--- src/sv/deadline_timer_table_assert.svh ---
// Assertion macros for the deadline timer table.
// Used by the top level; expects clk and rst_n in scope.
`ifndef DEADLINE_TIMER_TABLE_ASSERT_SVH
`define DEADLINE_TIMER_TABLE_ASSERT_SVH
// Implication or plain property, checked out of reset
`define DTT_ASSERT(lbl, prop, msg) \
  lbl: assert property (@(posedge clk) disable iff (!rst_n) prop) else $error(msg);
// Antecedent in one cycle, consequent in the next
`define DTT_ASSERT_NEXT(lbl, ante, cons, msg) \
  lbl: assert property (@(posedge clk) disable iff (!rst_n) (ante) |=> (cons)) else $error(msg);
`endif

--- src/sv/dtt_pkg.sv ---
// Shared constants and types for the deadline timer table.
// No dependencies.
package dtt_pkg;

  localparam int unsigned TimerSlotsDefault = 16;
  localparam logic [31:0] WindowResetMs     = 32'(60 * 60 * 1000);
  localparam logic [63:0] NoTimer           = '1;
  localparam int unsigned MaxOut            = 16;

  // Operation codes
  localparam logic [2:0] FnAdd     = 3'd0;
  localparam logic [2:0] FnCancel  = 3'd1;
  localparam logic [2:0] FnRefresh = 3'd2;
  localparam logic [2:0] FnReset   = 3'd3;
  localparam logic [2:0] FnQuery   = 3'd4;
  localparam logic [2:0] FnCollect = 3'd5;

  // Result status codes
  localparam logic [1:0] StDone    = 2'd0;
  localparam logic [1:0] StNotAct  = 2'd1;
  localparam logic [1:0] StFull    = 2'd2;
  localparam logic [1:0] StNone    = 2'd3;

  typedef enum logic [2:0] {
    S_IDLE, S_DISP, S_RDW, S_RST2, S_SCAN, S_FIN, S_PERW, S_OUT
  } dtt_state_t;

endpackage

--- src/sv/dtt_if.sv ---
// Request and result channel interfaces of the deadline timer table.
// No dependencies.
interface dtt_req_if;
  logic        valid;
  logic        ready;
  logic [2:0]  func;
  logic [63:0] now_ms;
  logic [3:0]  slot;
  logic [31:0] period_ms;
  logic        recurring;
  logic        restart_now;
  modport source (output valid, func, now_ms, slot, period_ms, recurring, restart_now,
                  input ready);
  modport sink   (input valid, func, now_ms, slot, period_ms, recurring, restart_now,
                  output ready);
endinterface

interface dtt_rsp_if;
  logic        valid;
  logic        ready;
  logic [1:0]  status;
  logic [3:0]  slot_id;
  logic [63:0] wait_ms;
  logic        front_new;
  logic        last;
  modport source (output valid, status, slot_id, wait_ms, front_new, last, input ready);
  modport sink   (input valid, status, slot_id, wait_ms, front_new, last, output ready);
endinterface

--- src/sv/dtt_ram.sv ---
// Generic single-write, single-read RAM with registered read data.
// No dependencies.
module dtt_ram #(
  parameter int unsigned WIDTH = 32,
  parameter int unsigned DEPTH = 16
) (
  input  logic                                  clk,
  input  logic                                  we,
  input  logic [((DEPTH > 1) ? $clog2(DEPTH) : 1)-1:0] waddr,
  input  logic [WIDTH-1:0]                      wdata,
  input  logic [((DEPTH > 1) ? $clog2(DEPTH) : 1)-1:0] raddr,
  output logic [WIDTH-1:0]                      rdata
);

  logic [WIDTH-1:0] mem [DEPTH];

  // Write port and registered read port
  always_ff @(posedge clk) begin
    if (we) begin
      mem[waddr] <= wdata;
    end
    rdata <= mem[raddr];
  end

endmodule

--- src/sv/deadline_timer_table.sv ---
// Deadline timer table top level: sequencer, slot flags and deadline scan.
// Depends on dtt_pkg, dtt_if (dtt_req_if, dtt_rsp_if), dtt_ram and deadline_timer_table_assert.svh.
//
//   channel   direction  handshake         carries
//   in_ch     in         valid / ready     one request: func, now, slot, period, flags
//   out_ch    out        valid / ready     one result: status, slot_id, wait, front_new, last
//   cfg_*     in         cfg_we            rollback window (ms)
//
// Add, query and collect, and a reset that changes the timer, scan all TIMER_SLOTS slots;
// the scan reads one deadline per slot. Collect rescans before each due slot it emits
// and rewrites the deadline of a recurring slot.
// Reset: synchronous; flags clear at once, period and deadline memories are not cleared.
// Stalls: a finished result waits in the output register; a new request is taken
// once the sequencer is back in idle.
module deadline_timer_table import dtt_pkg::*; #(
  parameter int unsigned TIMER_SLOTS = TimerSlotsDefault
) (
  input  logic          clk,
  input  logic          rst_n,
  dtt_req_if.sink       in_ch,
  dtt_rsp_if.source     out_ch,
  input  logic          cfg_we,
  input  logic [31:0]   cfg_wdata
);

  localparam int unsigned IW = (TIMER_SLOTS > 1) ? $clog2(TIMER_SLOTS) : 1;
  localparam logic [IW-1:0] LastIdx = IW'(TIMER_SLOTS - 1);

  dtt_state_t state_r, state_nxt;

  // Request and control registers
  logic [31:0]          window_r;
  logic [2:0]           func_r;
  logic [63:0]          now_r;
  logic [3:0]           slot_r;
  logic [31:0]          period_r;
  logic                 rec_in_r;
  logic                 fnow_r;
  logic [63:0]          back_r;
  logic                 behind_r;
  logic                 roll_r;
  logic [TIMER_SLOTS-1:0] active_r, recur_r, due_r;
  logic                 front_r;
  logic [63:0]          last_seen_r;
  logic [IW-1:0]        tgt_r;
  logic                 phase_r;
  logic [3:0]           k_r;
  logic [63:0]          start_r;

  // Scan registers
  logic [IW-1:0]        cnt_r, pidx_r, best_idx_r;
  logic                 issue_r, pv_r, plast_r, found_r;
  logic [63:0]          best_dl_r;

  // Pending result and output register
  logic [1:0]           rs_status_r;
  logic [3:0]           rs_slot_r;
  logic [63:0]          rs_wait_r;
  logic                 rs_front_r, rs_last_r, more_r;
  logic                 out_v_r;
  logic [1:0]           out_status_r;
  logic [3:0]           out_slot_r;
  logic [63:0]          out_wait_r;
  logic                 out_front_r, out_last_r;

  // Memory ports
  logic                 per_we, dl_we;
  logic [IW-1:0]        wr_addr, rd_addr;
  logic [31:0]          per_wdata, per_q;
  logic [63:0]          dl_wdata, dl_q;

  dtt_ram #(.WIDTH(32), .DEPTH(TIMER_SLOTS)) u_period (
    .clk(clk), .we(per_we), .waddr(wr_addr), .wdata(per_wdata),
    .raddr(rd_addr), .rdata(per_q)
  );

  dtt_ram #(.WIDTH(64), .DEPTH(TIMER_SLOTS)) u_deadline (
    .clk(clk), .we(dl_we), .waddr(wr_addr), .wdata(dl_wdata),
    .raddr(rd_addr), .rdata(dl_q)
  );

  // Slot decode and lowest free slot
  logic [IW-1:0] s_idx, free_idx;
  logic          s_ok, s_act, free_ok;

  assign s_idx = IW'(slot_r);
  assign s_ok  = 32'(slot_r) < TIMER_SLOTS;
  assign s_act = s_ok && active_r[s_idx];

  always_comb begin
    free_ok  = 1'b0;
    free_idx = '0;
    for (int i = TIMER_SLOTS - 1; i >= 0; i--) begin
      if (!active_r[i]) begin
        free_ok  = 1'b1;
        free_idx = IW'(i);
      end
    end
  end

  // Scan compare on the deadline returned for pidx_r
  logic cand, better, scan_done;
  assign cand      = phase_r ? due_r[pidx_r] : active_r[pidx_r];
  assign better    = pv_r && cand && (!found_r || dl_q < best_dl_r);
  assign scan_done = pv_r && plast_r;

  // Due set without the slot just chosen
  logic [TIMER_SLOTS-1:0] due_rem;
  always_comb begin
    due_rem = due_r;
    due_rem[best_idx_r] = 1'b0;
  end

  logic out_load, in_acc, emit_last;
  assign out_load  = (state_r == S_OUT) && (!out_v_r || out_ch.ready);
  assign in_acc    = in_ch.valid && in_ch.ready;
  assign emit_last = (due_rem == '0) || (k_r == 4'(MaxOut - 1));

  // Next state
  always_comb begin
    state_nxt = state_r;
    unique case (state_r)
      S_IDLE: if (in_acc) state_nxt = S_DISP;
      S_DISP: begin
        unique case (func_r)
          FnAdd:     state_nxt = free_ok ? S_SCAN : S_OUT;
          FnRefresh: state_nxt = s_act ? S_RDW : S_OUT;
          FnReset:   state_nxt = s_ok ? S_RDW : S_OUT;
          FnQuery,
          FnCollect: state_nxt = S_SCAN;
          default:   state_nxt = S_OUT;
        endcase
      end
      S_RDW: begin
        if (func_r == FnReset && (fnow_r || period_r != per_q) && s_act) begin
          state_nxt = S_RST2;
        end else begin
          state_nxt = S_OUT;
        end
      end
      S_RST2: state_nxt = S_SCAN;
      S_SCAN: if (scan_done) state_nxt = S_FIN;
      S_FIN: begin
        if (func_r == FnCollect && !phase_r && found_r &&
            (roll_r || best_dl_r <= now_r)) begin
          state_nxt = S_SCAN;
        end else if (func_r == FnCollect && phase_r && recur_r[best_idx_r]) begin
          state_nxt = S_PERW;
        end else begin
          state_nxt = S_OUT;
        end
      end
      S_PERW: state_nxt = S_OUT;
      S_OUT: if (out_load) state_nxt = more_r ? S_SCAN : S_IDLE;
      default: state_nxt = S_IDLE;
    endcase
  end

  // Memory control
  always_comb begin
    per_we    = 1'b0;
    dl_we     = 1'b0;
    wr_addr   = s_idx;
    per_wdata = period_r;
    dl_wdata  = now_r + 64'(period_r);
    rd_addr   = s_idx;
    unique case (state_r)
      S_DISP: begin
        if (func_r == FnAdd && free_ok) begin
          per_we  = 1'b1;
          dl_we   = 1'b1;
          wr_addr = free_idx;
        end
      end
      S_RDW: begin
        if (func_r == FnRefresh) begin
          dl_we    = 1'b1;
          dl_wdata = now_r + 64'(per_q);
        end
      end
      S_RST2: begin
        per_we   = 1'b1;
        dl_we    = 1'b1;
        dl_wdata = start_r + 64'(period_r);
      end
      S_SCAN: rd_addr = cnt_r;
      S_FIN:  rd_addr = best_idx_r;
      S_PERW: begin
        dl_we    = 1'b1;
        wr_addr  = best_idx_r;
        dl_wdata = now_r + 64'(per_q);
      end
      default: ;
    endcase
  end

  // Sequencer registers
  always_ff @(posedge clk) begin
    if (!rst_n) begin
      state_r     <= S_IDLE;
      window_r    <= WindowResetMs;
      active_r    <= '0;
      recur_r     <= '0;
      due_r       <= '0;
      front_r     <= 1'b0;
      last_seen_r <= '0;
      issue_r     <= 1'b0;
      pv_r        <= 1'b0;
      found_r     <= 1'b0;
      phase_r     <= 1'b0;
      more_r      <= 1'b0;
      k_r         <= '0;
      out_v_r     <= 1'b0;
    end else begin
      state_r <= state_nxt;
      if (cfg_we) begin
        window_r <= cfg_wdata;
      end

      // Start a scan on entry to the scan state
      if (state_r != S_SCAN && state_nxt == S_SCAN) begin
        cnt_r   <= '0;
        issue_r <= 1'b1;
        pv_r    <= 1'b0;
        found_r <= 1'b0;
      end

      unique case (state_r)
        S_IDLE: begin
          if (in_acc) begin
            func_r   <= in_ch.func;
            now_r    <= in_ch.now_ms;
            slot_r   <= in_ch.slot;
            period_r <= in_ch.period_ms;
            rec_in_r <= in_ch.recurring;
            fnow_r   <= in_ch.restart_now;
            back_r   <= last_seen_r - in_ch.now_ms;
            behind_r <= in_ch.now_ms < last_seen_r;
          end
        end
        S_DISP: begin
          rs_status_r <= StDone;
          rs_slot_r   <= '0;
          rs_wait_r   <= '0;
          rs_front_r  <= 1'b0;
          rs_last_r   <= 1'b1;
          more_r      <= 1'b0;
          phase_r     <= 1'b0;
          tgt_r       <= s_idx;
          roll_r      <= behind_r && (back_r > 64'(window_r));
          unique case (func_r)
            FnAdd: begin
              if (free_ok) begin
                active_r[free_idx] <= 1'b1;
                recur_r[free_idx]  <= rec_in_r;
                tgt_r              <= free_idx;
              end else begin
                rs_status_r <= StFull;
              end
            end
            FnCancel: begin
              if (s_act) begin
                active_r[s_idx] <= 1'b0;
              end else begin
                rs_status_r <= StNotAct;
              end
            end
            FnRefresh, FnReset: begin
              if (!s_ok || (func_r == FnRefresh && !s_act)) begin
                rs_status_r <= StNotAct;
              end
            end
            FnQuery:   front_r <= 1'b0;
            FnCollect: ;
            default:   rs_status_r <= StNone;
          endcase
        end
        S_RDW: begin
          if (func_r == FnReset && (fnow_r || period_r != per_q)) begin
            if (!s_act) begin
              rs_status_r <= StNotAct;
            end
            start_r <= fnow_r ? now_r : dl_q - 64'(per_q);
          end
        end
        S_SCAN: begin
          // Issue one read per slot, evaluate one slot per cycle
          if (issue_r) begin
            cnt_r   <= cnt_r + 1'b1;
            issue_r <= cnt_r != LastIdx;
          end
          pv_r    <= issue_r;
          pidx_r  <= cnt_r;
          plast_r <= cnt_r == LastIdx;
          if (pv_r) begin
            found_r <= found_r || cand;
            if (better) begin
              best_idx_r <= pidx_r;
              best_dl_r  <= dl_q;
            end
            if (!phase_r) begin
              due_r[pidx_r] <= active_r[pidx_r] && (roll_r || dl_q <= now_r);
            end
          end
        end
        S_FIN: begin
          unique case (func_r)
            FnAdd, FnReset: begin
              if (found_r && best_idx_r == tgt_r && !front_r) begin
                front_r    <= 1'b1;
                rs_front_r <= 1'b1;
              end
              if (func_r == FnAdd) begin
                rs_slot_r <= 4'(tgt_r);
              end
            end
            FnQuery: begin
              if (!found_r) begin
                rs_status_r <= StNone;
                rs_wait_r   <= NoTimer;
              end else if (now_r < best_dl_r) begin
                rs_wait_r   <= best_dl_r - now_r;
              end
            end
            FnCollect: begin
              if (!phase_r) begin
                if (!found_r) begin
                  rs_status_r <= StNone;
                end else begin
                  last_seen_r <= now_r;
                  if (!roll_r && best_dl_r > now_r) begin
                    rs_status_r <= StNone;
                  end else begin
                    phase_r <= 1'b1;
                    k_r     <= '0;
                  end
                end
              end else begin
                // Emit the earliest due slot; drop or reschedule it
                due_r[best_idx_r] <= 1'b0;
                if (!recur_r[best_idx_r]) begin
                  active_r[best_idx_r] <= 1'b0;
                end
                rs_status_r <= StDone;
                rs_slot_r   <= 4'(best_idx_r);
                rs_last_r   <= emit_last;
                more_r      <= !emit_last;
              end
            end
            default: ;
          endcase
        end
        S_OUT: begin
          if (out_load && more_r) begin
            k_r <= k_r + 1'b1;
          end
        end
        default: ;
      endcase

      // Output register
      if (out_load) begin
        out_v_r <= 1'b1;
      end else if (out_ch.ready) begin
        out_v_r <= 1'b0;
      end
    end
  end

  // Output payload
  always_ff @(posedge clk) begin
    if (out_load) begin
      out_status_r <= rs_status_r;
      out_slot_r   <= rs_slot_r;
      out_wait_r   <= rs_wait_r;
      out_front_r  <= rs_front_r;
      out_last_r   <= rs_last_r;
    end
  end

  assign in_ch.ready      = state_r == S_IDLE;
  assign out_ch.valid     = out_v_r;
  assign out_ch.status    = out_status_r;
  assign out_ch.slot_id   = out_slot_r;
  assign out_ch.wait_ms   = out_wait_r;
  assign out_ch.front_new = out_front_r;
  assign out_ch.last      = out_last_r;

  // Finish cycles of a front check and of a collect emission
  logic front_fin, emit_fin;
  assign front_fin = state_r == S_FIN && (func_r == FnAdd || func_r == FnReset);
  assign emit_fin  = state_r == S_FIN && func_r == FnCollect && phase_r;

`include "deadline_timer_table_assert.svh"

  `DTT_ASSERT(a_front_src, $rose(front_r) |-> $past(front_fin), "front flag set outside add or reset")
  `DTT_ASSERT(a_emit_found, emit_fin |-> found_r, "collect emission scan found no due slot")
  `DTT_ASSERT(a_accept_clean, in_acc |-> !more_r, "request accepted while emissions remain")
  `DTT_ASSERT_NEXT(a_scan_leave, state_r == S_SCAN && scan_done, state_r == S_FIN, "scan stuck")

endmodule

--- src/flat_wrapper.sv ---
// flat-port wrapper written by rule: the top's interface ports become plain ports
module deadline_timer_table_flat import dtt_pkg::*;
#(
  parameter int unsigned TIMER_SLOTS = TimerSlotsDefault
)
  (clk, rst_n, cfg_we, cfg_wdata, in_ch_valid, in_ch_func, in_ch_now_ms, in_ch_slot, in_ch_period_ms, in_ch_recurring, in_ch_restart_now, in_ch_ready, out_ch_valid, out_ch_status, out_ch_slot_id, out_ch_wait_ms, out_ch_front_new, out_ch_last, out_ch_ready);
  dtt_req_if in_ch_i ();
  dtt_rsp_if out_ch_i ();
  input  logic clk;
  input  logic rst_n;
  input  logic cfg_we;
  input  logic [31:0] cfg_wdata;
  input wire logic [$bits(in_ch_i.valid)-1:0] in_ch_valid;
  input wire logic [$bits(in_ch_i.func)-1:0] in_ch_func;
  input wire logic [$bits(in_ch_i.now_ms)-1:0] in_ch_now_ms;
  input wire logic [$bits(in_ch_i.slot)-1:0] in_ch_slot;
  input wire logic [$bits(in_ch_i.period_ms)-1:0] in_ch_period_ms;
  input wire logic [$bits(in_ch_i.recurring)-1:0] in_ch_recurring;
  input wire logic [$bits(in_ch_i.restart_now)-1:0] in_ch_restart_now;
  output wire logic [$bits(in_ch_i.ready)-1:0] in_ch_ready;
  output wire logic [$bits(out_ch_i.valid)-1:0] out_ch_valid;
  output wire logic [$bits(out_ch_i.status)-1:0] out_ch_status;
  output wire logic [$bits(out_ch_i.slot_id)-1:0] out_ch_slot_id;
  output wire logic [$bits(out_ch_i.wait_ms)-1:0] out_ch_wait_ms;
  output wire logic [$bits(out_ch_i.front_new)-1:0] out_ch_front_new;
  output wire logic [$bits(out_ch_i.last)-1:0] out_ch_last;
  input wire logic [$bits(out_ch_i.ready)-1:0] out_ch_ready;
  assign in_ch_i.valid = in_ch_valid;
  assign in_ch_i.func = in_ch_func;
  assign in_ch_i.now_ms = in_ch_now_ms;
  assign in_ch_i.slot = in_ch_slot;
  assign in_ch_i.period_ms = in_ch_period_ms;
  assign in_ch_i.recurring = in_ch_recurring;
  assign in_ch_i.restart_now = in_ch_restart_now;
  assign in_ch_ready = in_ch_i.ready;
  assign out_ch_valid = out_ch_i.valid;
  assign out_ch_status = out_ch_i.status;
  assign out_ch_slot_id = out_ch_i.slot_id;
  assign out_ch_wait_ms = out_ch_i.wait_ms;
  assign out_ch_front_new = out_ch_i.front_new;
  assign out_ch_last = out_ch_i.last;
  assign out_ch_i.ready = out_ch_ready;
  deadline_timer_table #(.TIMER_SLOTS(TIMER_SLOTS)) u_core (.clk(clk), .rst_n(rst_n), .in_ch(in_ch_i), .out_ch(out_ch_i), .cfg_we(cfg_we), .cfg_wdata(cfg_wdata));
endmodule
--- config.mk ---
export PLATFORM = sky130hd
export DESIGN_NAME = deadline_timer_table_flat
export DESIGN_NICKNAME = d
export VERILOG_FILES = /design/src/sv/dtt_pkg.sv /design/src/sv/dtt_if.sv /design/src/sv/dtt_ram.sv /design/src/sv/deadline_timer_table.sv /design/src/flat_wrapper.sv
export VERILOG_INCLUDE_DIRS = /design/src /design/src/sv
export SDC_FILE = /design/constraint.sdc
export NUM_CORES = 2
export LEC_CHECK = 0
export BUFFER_PORTS_ARGS = -buffer_cell sky130_fd_sc_hd__clkbuf_2
export CORE_MARGIN = 2
export CORE_UTILIZATION = 50
export DETAILED_ROUTE_END_ITERATION = 16
export GPL_ROUTABILITY_DRIVEN = 0
export PLACE_DENSITY = 0.78
export SETUP_SLACK_MARGIN = 0.3
export SLEW_MARGIN = 20
export SYNTH_ARGS = -nofsm -noshare
export SYNTH_HDL_FRONTEND = slang
export SYNTH_SLANG_ARGS = --single-unit
--- constraint.sdc ---
create_clock -name clk -period 6.9 [get_ports clk]
set_input_delay 0.345 -clock clk [delete_from_list [all_inputs] [get_ports clk]]
set_output_delay 0.345 -clock clk [all_outputs]
set_load 0.02 [all_outputs]
==> results.md <==
* Status: complete, no violations
* Via count at 70600
* Async S/R FF share, synth at 0%
* Most frequent cell after synthesis: edfxtp_1
* Switching share of power at 26.2%
* Post-synth top area cell: edfxtp_1
* Placed Area at 110000 um^2
* IR drop worst, VDD at 0.308 mV
* Post-CTS Setup Bufs at 0
* Reg2Reg Launch Point: u_core.per_wdata[0]
* CTS Buffer Depth at 3
* Mapped cell area at 105000 um^2
* Post-Syn Nets at 8073
* Worst-path cell chain: ha_1 > fa_1 > a21o_1 > a21oi_1 > o21ai_0 > o211a_1 > a2111o_1 > a41o_1 > o41ai_2 > nor2_1 > a22oi_1 > or3_1 > nand3_1
* DP Wirelength at 194000 um
* Syn Inst Count at 7508
* Seq pwr share at 50.0%
* Share of cells above drive strength 1 at 15.0%
* Hold Crit Class: in2reg
* Worst rel slew slack at 11.2%
* Post-synthesis sequential area ratio at 62.1%
* Internal power at 23.3 mW
* Setup TNS at 0 ns
* Post-route DRC at 0
* Iter 0 DRT Violations at 10600
* Syn avg cell area at 13.9 um^2
* Synth Register Bits at 2250
* WP data required at 7.26 ns
* Slew @ Worst Pin at 1.32 ns
* Initial antenna violation count at 13
* Vias/cell at 6.50
* Pwr/cell area at 267 nW/um^2
* Cell count of the worst reg-to-reg path at 13
* Largest net degree at the start of global routing at 134
* Fin crit period at 5.86 ns
* Main synth FF type: edfxtp_1
* Core footprint at 208000 um^2
* Fmax at 0.171 GHz
* Fin. Hold Viols at 0
* Nets@finish at 8458
* Root buffer cell: clkbuf_16
* Slowest stage delay, CP at 0.71 ns
* Clock power frac at 36.6%
* CTS tree: built
* Synth top area share at 57.2%
* Startpoint Class: flop
* CP arrival at 6.22 ns
* CTS buffer count at 205
* Post-synth cell types at 82
* Fin area at 118000 um^2
* Synth-to-Final Area Change at 13.1%
* GRT Util Overall at 27.8%
* First-pass GRT wire length at 443000 um
* Core Rows at 167
* 1st-pass router iterations at 17
* Endpoint class of the critical path: flop
* Clock Latency Late Sink at 0.89 ns
* Sink Count at 2250
* CTS clock-pin slew for the worst setup and hold paths at 0.06 ns
* WL/cell at 27.8 um
* Final Max Tran Viols at 0
* Synth warnings at 0
* RSZ-0062 raised after global routing: no
* Detail Route Antenna Nets at 0
* Initial core utilization at 50.4%
* Final worst-path cycle share at 84.9%
* Worst clock skew at 0.0644 ns
* Total grt overflow at 0
* Crit Path Max Fanout at 19
* I/O Buffers at 215
* # setup viols final at 0
* WS Path Type: reg2reg
* Hold path startpoint: rst_n
* Ranking of synthesized cells by area: edfxtp_1 (57%), mux4_2 (8.7%), ha_1 (5.0%)
* FF-to-FF End: u_core.u_deadline.mem[12][58]
* H-tree levels at 4
* Leakage power at 42.1 nW
* P_sw at 8.28 mW
* Synth top cells by count: edfxtp_1 (1996), a21oi_1 (600), nand2_1 (504), ha_1 (417), mux4_2 (404)
* Post-Route WL at 302000 um
* Tot Pwr at 31.6 mW
* IO Pins at 216
* Crit path max-delay cell type: a22oi_1
* R2r setup slk at 1.04 ns
* Post-CTS sizing at 0
* Hold-fix buffer count after cts at 138
* DIE AREA at 213000 um^2
* Max_cap viols at 0
* Min-Delay Endpoint: u_core.window_r[3]
* DIE WIDTH at 462 um
* EDFF count, synth at 1996
* Vias in the first global route at 69500
* Hold Crit Depth at 3
* Die Ht at 462 um
* Logic pwr share at 13.4%
critical path: cells and delay by family (launching register included):
family	cells	cell delay, ns
compound gates	8	2.96
fa+ha+maj	2	0.78
flops	1	0.68
simple gates	3	0.93
cells by family after synthesis:
| kind of cell | after synthesis | share of synthesized area, % |
|---|---|---|
| muxes | 555 | 10.1 |
| DFF | 2250 | 62.1 |
| AOI/OAI and AO/OA | 1687 | 10.1 |
| and+or+nand+nor | 1604 | 7.51 |
| adders and majority gates | 423 | 5.10 |
| buffers and inverters | 681 | 2.47 |
| xor gates and xnor gates | 308 | 2.58 |
routing by layer:
metal / up-vias / GRT usage (%) / share of wire (%)
met5: - / 0 / 0.023
met4: 8 / 13.3 / 5.5
met3: 1008 / 6.82 / 13
met2: 5124 / 44.0 / 46
met1: 34600 / 36.3 / 36
li1: 29900 / - / -
metrics by stage:
stage,hold WS (ns),util [%],setup WS [ns],cells
2_1_floorplan,0.400,-,0.876,7508
3_3_place_gp,0.404,52.9,0.909,10300
3_5_place_dp,0.405,53.0,1.11,10300
4_1_cts,0.106,56.9,1.06,10900
5_1_grt,0.152,57.0,0.751,10900
6_report,0.154,57.0,1.04,10900
flip-flops by register name, summed over array words and instances (netlist names), 32 cells and up:
name and cells:
u_core.rs_wait_r 64, u_core.u_deadline.rdata 64, u_core.u_period.rdata 32, u_core.start_r 64, u_core.out_ch.wait_ms 64, u_core.best_dl_r 64
u_core.back_r 64, u_core.u_period.mem 512, u_core.last_seen_r 64, u_core.per_wdata 32, u_core.now_r 64, u_core.window_r 32
u_core.u_deadline.mem 1024
power groups by stage:
stage | Clock, mW | Combinational (mW) | Sequential, mW
after floorplan | 0 | 2.79 | 15.8
after global placement | 0 | 3.82 | 16.0
after detailed placement | 0 | 3.96 | 16.0
after CTS | 11.6 | 4.10 | 15.7
after global routing | 12.1 | 4.53 | 15.8
final | 11.6 | 4.23 | 15.8
worst max-delay path by stage:
stage / start / to / slack, ns
after floorplan: u_core.best_dl_r[21] / u_core.best_dl_r[0] / 0.88
after global placement: u_core.per_wdata[0] / u_core.u_deadline.mem[7][52] / 0.91
after detailed placement: u_core.per_wdata[0] / u_core.u_deadline.mem[6][52] / 1.11
after CTS: u_core.per_wdata[0] / u_core.u_deadline.mem[5][52] / 1.06
after global routing: u_core.per_wdata[11] / u_core.u_deadline.mem[0][45] / 0.75
final: u_core.per_wdata[0] / u_core.u_deadline.mem[12][58] / 1.04
cell type report:
type                       instances  area [um^2]
antenna                            5         12.5
clock buffer                     259         5440
clock inverter                   128         1420
fill                           15300        89300
inverter                         344         1290
multi-input combinational       4577        37700
sequential                      2250        65000
tap                             2788         3490
timing repair buffer             515         4070
cell usage in the layout (no fill, tap or decap), drive strengths merged, types with 21 or more instances in the layout:
cell	instances
edfxtp	1996
a21oi	602
nand2	504
clkbuf	478
ha	417
mux4	404
inv	354
nor2	323
o21ai	298
dfxtp	254
a21o	208
xnor2	184
buf	158
nor2b	157
mux2i	146
dlygate4sd3	138
nand3	125
xor2	124
a211oi	117
nand4	114
clkinv	90
o211ai	80
nor3	77
nand2b	65
a31oi	56
o21bai	47
o21a	42
or3	40
and3	39
nor4	39
or4	34
a22oi	33
and2	28
o31ai	23
o221ai	22
a21boi	21
Power figures use the tool's default switching activity.
